### src/svptw_pkg.sv
// Package for the Sv39 page table walker: widths, entry bit positions, queue item type
// and the helper that forms a table entry address. No dependencies.
`timescale 1ns / 1ps
`default_nettype none

package svptw_pkg;

	// Field widths.
	localparam int VA_W       = 39;
	localparam int PA_W       = 56;
	localparam int ENTRY_W    = 64;
	localparam int VPN_W      = 27;
	localparam int VPN_SEG_W  = 9;
	localparam int LEVEL_W    = 2;
	localparam int PAGE_SHIFT = 12;
	localparam int PTE_SHIFT  = 3;

	// Page table entry layout.
	localparam int PTE_V_BIT   = 0;
	localparam int PTE_R_BIT   = 1;
	localparam int PTE_X_BIT   = 3;
	localparam int PPN_LSB     = 10;
	localparam int PPN_MSB     = 53;

	// Number of translation levels; the walk starts at the top one.
	localparam int LEVELS = 3;
	localparam logic [LEVEL_W-1:0] START_LEVEL = LEVEL_W'(LEVELS - 1);

	// Depth of the queue between front and back.
	localparam int QUEUE_DEPTH = 2;

	// Input command codes.
	localparam logic CMD_START    = 1'b0;
	localparam logic CMD_RESPONSE = 1'b1;

	// Result kind codes.
	localparam logic KIND_REQUEST = 1'b0;
	localparam logic KIND_FINISH  = 1'b1;

	// Classified operation carried through the queue.
	typedef enum logic [1:0] {
		OP_START,
		OP_INVALID,
		OP_LEAF,
		OP_POINTER
	} op_t;

	// One queued word: the operation, a table base and the page numbers.
	typedef struct packed {
		op_t              op;
		logic [PA_W-1:0]  base;
		logic [VPN_W-1:0] vpn;
	} item_t;

	// Picks the 9-bit page number for a level; levels above the address give zero.
	function automatic logic [VPN_SEG_W-1:0] vpn_index(
		input logic [VPN_W-1:0]   pn,
		input logic [LEVEL_W-1:0] level
	);
		logic [VPN_SEG_W-1:0] idx;
		unique case (level)
			2'd0: idx = pn[VPN_SEG_W-1:0];
			2'd1: idx = pn[2*VPN_SEG_W-1:VPN_SEG_W];
			2'd2: idx = pn[3*VPN_SEG_W-1:2*VPN_SEG_W];
			default: idx = '0;
		endcase
		return idx;
	endfunction

	// Entry address: table base plus eight times the level's index, wrapping at 56 bits.
	function automatic logic [PA_W-1:0] entry_addr(
		input logic [PA_W-1:0]    base,
		input logic [VPN_W-1:0]   pn,
		input logic [LEVEL_W-1:0] level
	);
		logic [PA_W-1:0] offset;
		offset = PA_W'({vpn_index(pn, level), {PTE_SHIFT{1'b0}}});
		return base + offset;
	endfunction

endpackage

`default_nettype wire

### src/svptw_front.sv
// Front end of the page table walker: decodes each incoming word into a queue item.
// Depends on svptw_pkg.
`timescale 1ns / 1ps
`default_nettype none

module svptw_front import svptw_pkg::*; (
	input  wire logic               in_valid,
	output logic                    in_ready,
	input  wire logic               command,
	input  wire logic [VA_W-1:0]    virtual_address,
	input  wire logic [PA_W-1:0]    root_table_address,
	input  wire logic [ENTRY_W-1:0] entry_data,
	output logic                    push_valid,
	input  wire logic               push_ready,
	output item_t                   push_item
);

	logic leaf_bits;

	// Any of the read, write or execute permission bits marks a leaf.
	assign leaf_bits = |entry_data[PTE_X_BIT:PTE_R_BIT];

	// The front only stalls when the queue is full.
	assign in_ready   = push_ready;
	assign push_valid = in_valid;

	// Classify the word and prepare the base address the back end needs.
	always_comb begin
		push_item.vpn = virtual_address[PAGE_SHIFT+VPN_W-1:PAGE_SHIFT];
		if (command == CMD_START) begin
			push_item.op   = OP_START;
			push_item.base = root_table_address;
		end else begin
			push_item.base = {entry_data[PPN_MSB:PPN_LSB], {PAGE_SHIFT{1'b0}}};
			priority if (!entry_data[PTE_V_BIT]) begin
				push_item.op = OP_INVALID;
			end else if (leaf_bits) begin
				push_item.op = OP_LEAF;
			end else begin
				push_item.op = OP_POINTER;
			end
		end
	end

endmodule

`default_nettype wire

### src/svptw_queue.sv
// Short queue between the front and the back of the page table walker.
// Depends on svptw_pkg for the item type and depth.
`timescale 1ns / 1ps
`default_nettype none

module svptw_queue import svptw_pkg::*; (
	input  wire logic  clk,
	input  wire logic  arst_n,
	input  wire logic  push_valid,
	output logic       push_ready,
	input  wire item_t push_item,
	output logic       pop_valid,
	input  wire logic  pop_ready,
	output item_t      pop_item
);

	localparam int PTR_W = (QUEUE_DEPTH > 1) ? $clog2(QUEUE_DEPTH) : 1;
	localparam int CNT_W = $clog2(QUEUE_DEPTH + 1);
	localparam logic [PTR_W-1:0] LAST_PTR = PTR_W'(QUEUE_DEPTH - 1);
	localparam logic [CNT_W-1:0] FULL_CNT = CNT_W'(QUEUE_DEPTH);

	item_t            mem_q [QUEUE_DEPTH];
	logic [PTR_W-1:0] wr_ptr_q;
	logic [PTR_W-1:0] rd_ptr_q;
	logic [CNT_W-1:0] count_q;
	logic             do_push;
	logic             do_pop;

	assign push_ready = (count_q != FULL_CNT);
	assign pop_valid  = (count_q != '0);
	assign pop_item   = mem_q[rd_ptr_q];
	assign do_push    = push_valid && push_ready;
	assign do_pop     = pop_valid && pop_ready;

	// Storage is written at the tail.
	always_ff @(posedge clk) begin
		if (do_push) begin
			mem_q[wr_ptr_q] <= push_item;
		end
	end

	// Pointers and fill count.
	always_ff @(posedge clk or negedge arst_n) begin
		if (!arst_n) begin
			wr_ptr_q <= '0;
			rd_ptr_q <= '0;
			count_q  <= '0;
		end else begin
			if (do_push) begin
				wr_ptr_q <= (wr_ptr_q == LAST_PTR) ? '0 : wr_ptr_q + 1'b1;
			end
			if (do_pop) begin
				rd_ptr_q <= (rd_ptr_q == LAST_PTR) ? '0 : rd_ptr_q + 1'b1;
			end
			if (do_push && !do_pop) begin
				count_q <= count_q + 1'b1;
			end else if (do_pop && !do_push) begin
				count_q <= count_q - 1'b1;
			end
		end
	end

endmodule

`default_nettype wire

### src/svptw_back.sv
// Back end of the page table walker: walk state, entry address generation and the
// output register. Depends on svptw_pkg.
`timescale 1ns / 1ps
`default_nettype none

module svptw_back import svptw_pkg::*; (
	input  wire logic          clk,
	input  wire logic          arst_n,
	input  wire logic          pop_valid,
	output logic               pop_ready,
	input  wire item_t         pop_item,
	output logic               out_valid,
	input  wire logic          out_ready,
	output logic               result_kind,
	output logic [PA_W-1:0]    address,
	output logic               found
);

	logic               busy_q;
	logic [LEVEL_W-1:0] level_q;
	logic [VPN_W-1:0]   vpn_q;
	logic [PA_W-1:0]    pend_addr_q;
	logic               out_valid_q;
	logic               kind_q;
	logic [PA_W-1:0]    addr_q;
	logic               found_q;

	logic               busy_d;
	logic [LEVEL_W-1:0] level_d;
	logic [VPN_W-1:0]   vpn_d;
	logic [PA_W-1:0]    pend_addr_d;
	logic               emit;
	logic               kind_d;
	logic [PA_W-1:0]    addr_d;
	logic               found_d;
	logic               take;
	logic [LEVEL_W-1:0] level_dn;

	// A word is taken whenever the output register is free or being drained.
	assign pop_ready = !out_valid_q || out_ready;
	assign take      = pop_valid && pop_ready;
	assign level_dn  = level_q - 1'b1;

	assign out_valid   = out_valid_q;
	assign result_kind = kind_q;
	assign address     = addr_q;
	assign found       = found_q;

	// Walk step for the word at the head of the queue.
	always_comb begin
		busy_d      = busy_q;
		level_d     = level_q;
		vpn_d       = vpn_q;
		pend_addr_d = pend_addr_q;
		emit        = 1'b0;
		kind_d      = KIND_REQUEST;
		addr_d      = '0;
		found_d     = 1'b0;
		if (take) begin
			unique case (pop_item.op)
				OP_START: begin
					if (!busy_q) begin
						busy_d      = 1'b1;
						level_d     = START_LEVEL;
						vpn_d       = pop_item.vpn;
						pend_addr_d = entry_addr(pop_item.base, pop_item.vpn, START_LEVEL);
						emit        = 1'b1;
						addr_d      = pend_addr_d;
					end
				end
				OP_INVALID: begin
					if (busy_q) begin
						busy_d = 1'b0;
						emit   = 1'b1;
						kind_d = KIND_FINISH;
					end
				end
				OP_LEAF: begin
					if (busy_q) begin
						busy_d  = 1'b0;
						emit    = 1'b1;
						kind_d  = KIND_FINISH;
						addr_d  = pend_addr_q;
						found_d = 1'b1;
					end
				end
				OP_POINTER: begin
					if (busy_q) begin
						emit = 1'b1;
						if (level_q == '0) begin
							// Pointer at the last level: no leaf exists.
							busy_d = 1'b0;
							kind_d = KIND_FINISH;
						end else begin
							level_d     = level_dn;
							pend_addr_d = entry_addr(pop_item.base, vpn_q, level_dn);
							addr_d      = pend_addr_d;
						end
					end
				end
				default: begin
				end
			endcase
		end
	end

	// Walk state registers.
	always_ff @(posedge clk or negedge arst_n) begin
		if (!arst_n) begin
			busy_q      <= 1'b0;
			level_q     <= '0;
			vpn_q       <= '0;
			pend_addr_q <= '0;
		end else begin
			busy_q      <= busy_d;
			level_q     <= level_d;
			vpn_q       <= vpn_d;
			pend_addr_q <= pend_addr_d;
		end
	end

	// Output register valid flag.
	always_ff @(posedge clk or negedge arst_n) begin
		if (!arst_n) begin
			out_valid_q <= 1'b0;
		end else if (pop_ready) begin
			out_valid_q <= emit;
		end
	end

	// Output register payload.
	always_ff @(posedge clk) begin
		if (emit) begin
			kind_q  <= kind_d;
			addr_q  <= addr_d;
			found_q <= found_d;
		end
	end

endmodule

`default_nettype wire

### src/sv39_page_table_walker_top.sv
// Sv39 page table walker, top level. An accepted input word is written into the queue;
// the back end step then takes it from the queue and loads its result word, if any,
// into the output register.
// Throughput: one input word per cycle unless out_ready stalls the output register;
// a word that causes no result still passes through the back end walk step.
// Reset: arst_n clears the queue, the output valid flag and the walk state to idle.
// Depends on svptw_pkg, svptw_front, svptw_queue and svptw_back.
`timescale 1ns / 1ps
`default_nettype none

module sv39_page_table_walker_top import svptw_pkg::*; (
	input  wire logic               clk,
	input  wire logic               arst_n,
	input  wire logic               in_valid,
	output logic                    in_ready,
	input  wire logic               command,
	input  wire logic [VA_W-1:0]    virtual_address,
	input  wire logic [PA_W-1:0]    root_table_address,
	input  wire logic [ENTRY_W-1:0] entry_data,
	output logic                    out_valid,
	input  wire logic               out_ready,
	output logic                    result_kind,
	output logic [PA_W-1:0]         address,
	output logic                    found
);

	logic  push_valid;
	logic  push_ready;
	item_t push_item;
	logic  pop_valid;
	logic  pop_ready;
	item_t pop_item;

	// Decode incoming words.
	svptw_front u_front (
		.in_valid           (in_valid),
		.in_ready           (in_ready),
		.command            (command),
		.virtual_address    (virtual_address),
		.root_table_address (root_table_address),
		.entry_data         (entry_data),
		.push_valid         (push_valid),
		.push_ready         (push_ready),
		.push_item          (push_item)
	);

	// Decouple front and back.
	svptw_queue u_queue (
		.clk        (clk),
		.arst_n     (arst_n),
		.push_valid (push_valid),
		.push_ready (push_ready),
		.push_item  (push_item),
		.pop_valid  (pop_valid),
		.pop_ready  (pop_ready),
		.pop_item   (pop_item)
	);

	// Walk state and result register.
	svptw_back u_back (
		.clk         (clk),
		.arst_n      (arst_n),
		.pop_valid   (pop_valid),
		.pop_ready   (pop_ready),
		.pop_item    (pop_item),
		.out_valid   (out_valid),
		.out_ready   (out_ready),
		.result_kind (result_kind),
		.address     (address),
		.found       (found)
	);

endmodule

`default_nettype wire

### config.mk
export PLATFORM = sky130hd
export DESIGN_NAME = sv39_page_table_walker_top
export DESIGN_NICKNAME = d
export VERILOG_FILES = /design/src/svptw_pkg.sv /design/src/svptw_front.sv /design/src/svptw_queue.sv /design/src/svptw_back.sv /design/src/sv39_page_table_walker_top.sv
export SDC_FILE = /design/constraint.sdc
export NUM_CORES = 1
export LEC_CHECK = 0
export BUFFER_PORTS_ARGS = -buffer_cell sky130_fd_sc_hd__buf_2
export CAP_MARGIN = 20
export CORE_MARGIN = 2
export CORE_UTILIZATION = 32
export DETAILED_ROUTE_END_ITERATION = 16
export PLACE_DENSITY_LB_ADDON = 0.1
export RECOVER_POWER = 100
export SLEW_MARGIN = 25
export SYNTH_ARGS = -nofsm -noshare
export SYNTH_HDL_FRONTEND = slang
export SYNTH_SLANG_ARGS = --single-unit
export TNS_END_PERCENT = 20
### constraint.sdc
create_clock -name clk -period 12.1 [get_ports clk]
set_clock_uncertainty 0.1 [all_clocks]
set_input_delay 2.42 -clock clk [delete_from_list [all_inputs] [get_ports clk]]
set_output_delay 2.42 -clock clk [all_outputs]
set_load 0.01 [all_outputs]
==> impl_metrics.csv <==
group,metric,value,unit
run_status,violations,"max-capacitance violations, max-slew violations",
routing,drt_iter0_drc,1072,
setup_path,path_max_fanout,69,
synth,postSynthCellCount,1529,
cells_and_area,n_fill_cell,5281,
timing,maxSlewHeadroom,-143,%
grt,grtUsageTotal,19.0,%
synth,yosysMostFrequentCell,"edfxtp_1",
power,pwr_density_cell,267,nW/µm²
die,die_y,236,µm
synth,synthTopCellsByArea,"edfxtp_1 40%, dfrtp_1 13%, mux2_2 5.8%, xnor2_1 4.2%, mux2i_1 3.8%",
die,core,52800,µm²
setup_path,reg2reg_from,"u_queue.rd_ptr_q$_DFFE_PN0P_",
routing,ant_nets,0,
synth,ys_types,71,
setup_path,path_class,"reg2reg",
synth,syn_avg_cell_area,11.2,µm²
synth,yosysWarnings,0,
clock_tree,post_cts_buffers,0,
setup_path,worst_ep_required_time,12.30,ns
grt,grt_pass1_wl,79600,µm
die,die_w,236,µm
timing,rsz0062_at_grt,"false",
synth,synth_area,17200,µm²
placed_design,placed_cells,2360,
setup_path,rr_worst_depth,9,
routing,totalWireLength,53700,µm
synth,postSynthNetCount,1724,
placed_design,gp_congestion,0.902,
placed_design,hpwl,38800,µm
synth,synth_top_flop_cell,"edfxtp_1",
setup_path,endpoint_kind,"register",
timing,max_clock_freq,125,MHz
cells_and_area,utilization,37.7,%
placed_design,place_worst_setup_slack,6.91,ns
timing,drv_slew,632,
grt,grt_pass1_vias,12400,
grt,overflow,0,
power,p_leak,7.06,nW
die,io_pins,224,
hold_path,holdPathStages,2,
synth,async_reset_ff_share,28.5,%
grt,grt_max_degree,97,
setup_path,cp_common_cell,"a21oi_1",
setup_path,worstPathArrival,8.23,ns
timing,period_needed,8.03,ns
routing,via_count,12900,
timing,setup_ws,4.07,ns
timing,final-setup-viol-count,0,
timing,final.hold.worst_slack,0.377,ns
setup_path,crit_slowest_cell,"clkbuf_1",
cells_and_area,finish.instance_area,19900,µm²
hold_path,hp-class,"reg2reg",
clock_tree,clock_path_buffers,3,
setup_path,critPathMaxStageDelay,2.57,ns
synth,synth.largest_area_cell,"edfxtp_1",
clock_tree,clkSlewWorstSetupHoldPaths,0.06,ns
hold_path,holdCritStartpoint,"u_back.pend_addr_q[50]$_DFFE_PN0P_",
run_status,status,"complete, but fails checks",
setup_path,critPathLaunchType,"register",
clock_tree,cts_num_sinks,319,
cells_and_area,fin_cells,2431,
timing,fin_setup_tns,0,ns
routing,drt_first_pass_iters,6,
synth,ys_ff_latch,319,
placed_design,placed_cell_area,18900,µm²
die,start_util,32.5,%
clock_tree,insertion_delay,0.56,ns
power,fin_total_pwr,5.31,mW
routing,viasPerCell,5.30,
clock_tree,cts_tree,"yes",
clock_tree,clock-root-buffer,"clkbuf_16",
timing,worstMarginPinSlew,3.64,ns
synth,synth_top_cell_area_share,39.9,%
setup_path,reg2reg_to,"u_back.address[54]$_SDFFCE_PN0P_",
cells_and_area,seqCellArea,9120,µm²
clock_tree,post_cts_resized,0,
cells_and_area,drive_above_1_share,14.3,%
die,rows,84,
routing,routedWlPerCell,22.1,µm
clock_tree,cts_made_buffers,38,
cells_and_area,final_nets,1908,
synth,synth_commonest_cells,"228 x edfxtp_1, 160 x nand2_1, 109 x o21ai_0",
setup_path,path_cells,"clkbuf_1 > buf_4 > mux2i_1 > a21oi_1 > nand4_1 > nor4_1 > a21o_1 > a21oi_1 > o21a_1",
grt,antenna_found_initial,1,
placed_design,port_buffers,195,
routing,drc,0,
run,cap_violations,13,
setup_path,r2r_setup_slack,4.07,ns
clock_tree,hold_buffers,0,
synth,yosysSeqAreaShare,53.1,%
timing,hold_viol,0,
power,ir_drop,0.139,mV
die,die_area,55500,µm²
clock_tree,htreeDepth,2,
cells_and_area,area_growth,15.8,%
synth,synth_edf_count,228,
cells_and_area,multiInputGateArea,7640,µm²
timing,min_period_over_period,66.4,%
hold_path,min_to,"u_back.pend_addr_q[50]$_DFFE_PN0P_",
## cells in the final DEF (no fill, tap or decap), types with 10 or more instances in the layout
cell type    n
a211oi_1    11
a21oi_1     80
a222oi_1    14
a22oi_1     41
a31oi_1     13
a32oi_1     10
buf_2      121
buf_4       12
clkbuf_1   103
clkbuf_16   38
dfrtp_1     91
edfxtp_1   228
ha_1        29
inv_1       19
mux2_1      49
mux2_2      40
mux2i_1     61
nand2_1    159
nand2b_1    13
nand3_1     56
nand3b_1    21
nand4_1     27
nor2_1      64
nor2b_1     19
nor3_1      34
nor4_1      15
o211ai_1    10
o21ai_0    110
or3_1       13
xnor2_1     83
xor2_1      29
## layer usage
metal	track usage [%]	routed length, µm
met2	26.6	22000
met5	0	0
met4	4.46	851
met1	30.2	28100
met3	2.86	2840
## cell families (layout without fill, tap and decap cells)
logic type / Yosys count / count (layout) / synth area share, %
AO/OA/AOI/OAI: 353 / 353 / 13.2
adder cells (fa/ha/maj): 31 / 31 / 2.35
other: 0 / 1 / 0
flip-flops: 319 / 319 / 53.1
multiplexers: 154 / 154 / 9.63
AND/OR/NAND/NOR: 462 / 462 / 13.5
XOR/XNOR: 112 / 112 / 5.71
buffers and inverters: 98 / 311 / 2.43
## worst max path at each step
| stage | from | endpoint | slack, ns |
|---|---|---|---|
| global route | u_queue.rd_ptr_q$_DFFE_PN0P_ | u_back.pend_addr_q[54]$_DFFE_PN0P_ | 3.42 |
| global placement | u_queue.rd_ptr_q$_DFFE_PN0P_ | u_back.address[42]$_SDFFCE_PN0P_ | 7.02 |
| CTS | u_queue.rd_ptr_q$_DFFE_PN0P_ | u_back.address[42]$_SDFFCE_PN0P_ | 6.90 |
| finish | u_queue.rd_ptr_q$_DFFE_PN0P_ | u_back.address[54]$_SDFFCE_PN0P_ | 4.07 |
| detailed placement | u_queue.rd_ptr_q$_DFFE_PN0P_ | u_back.address[42]$_SDFFCE_PN0P_ | 6.91 |
| floorplan | in_valid | u_queue.mem_q[0][0]$_DFFE_PP_ | 5.42 |
## cell type report
cell class / instances / area share (%)
Sequential cell: 319 / 45.9
Tap cell: 688 / 4.33
Clock inverter: 15 / 0.604
Timing Repair Buffer: 222 / 5.19
Antenna cell: 1 / 0.0126
Inverter: 20 / 0.378
Clock buffer: 54 / 5.14
Multi-Input combinational cell: 1112 / 38.4
## worst max-delay path: cells and delay by family, from the launching register on
family | cells | cell delay, ns
AOI/OAI and AO/OA | 4 | 1.12
muxes | 1 | 0.37
DFF | 1 | 1.35
buffers and inverters | 2 | 3.39
and+or+nand+nor | 2 | 1.34
## state kept, by name (all words and copies together) (netlist names)
name                cells
u_queue.count_q         2
u_queue.rd_ptr_q        1
u_queue.mem_q         170
u_back.out_valid        1
u_back.vpn_q           27
u_back.address         56
u_back.pend_addr_q     56
u_back.found            1
u_back.result_kind      1
u_back.busy_q           1
u_queue.wr_ptr_q        1
u_back.level_q          2
## report_power, final
part           switching, mW  total (mW)  leakage (nW)  internal, mW
Combinational           1.56        2.37          3.24         0.807
Sequential             0.200        1.87          3.27          1.67
Clock                  0.458        1.07         0.552         0.613
(Power assumes the default switching activity.)
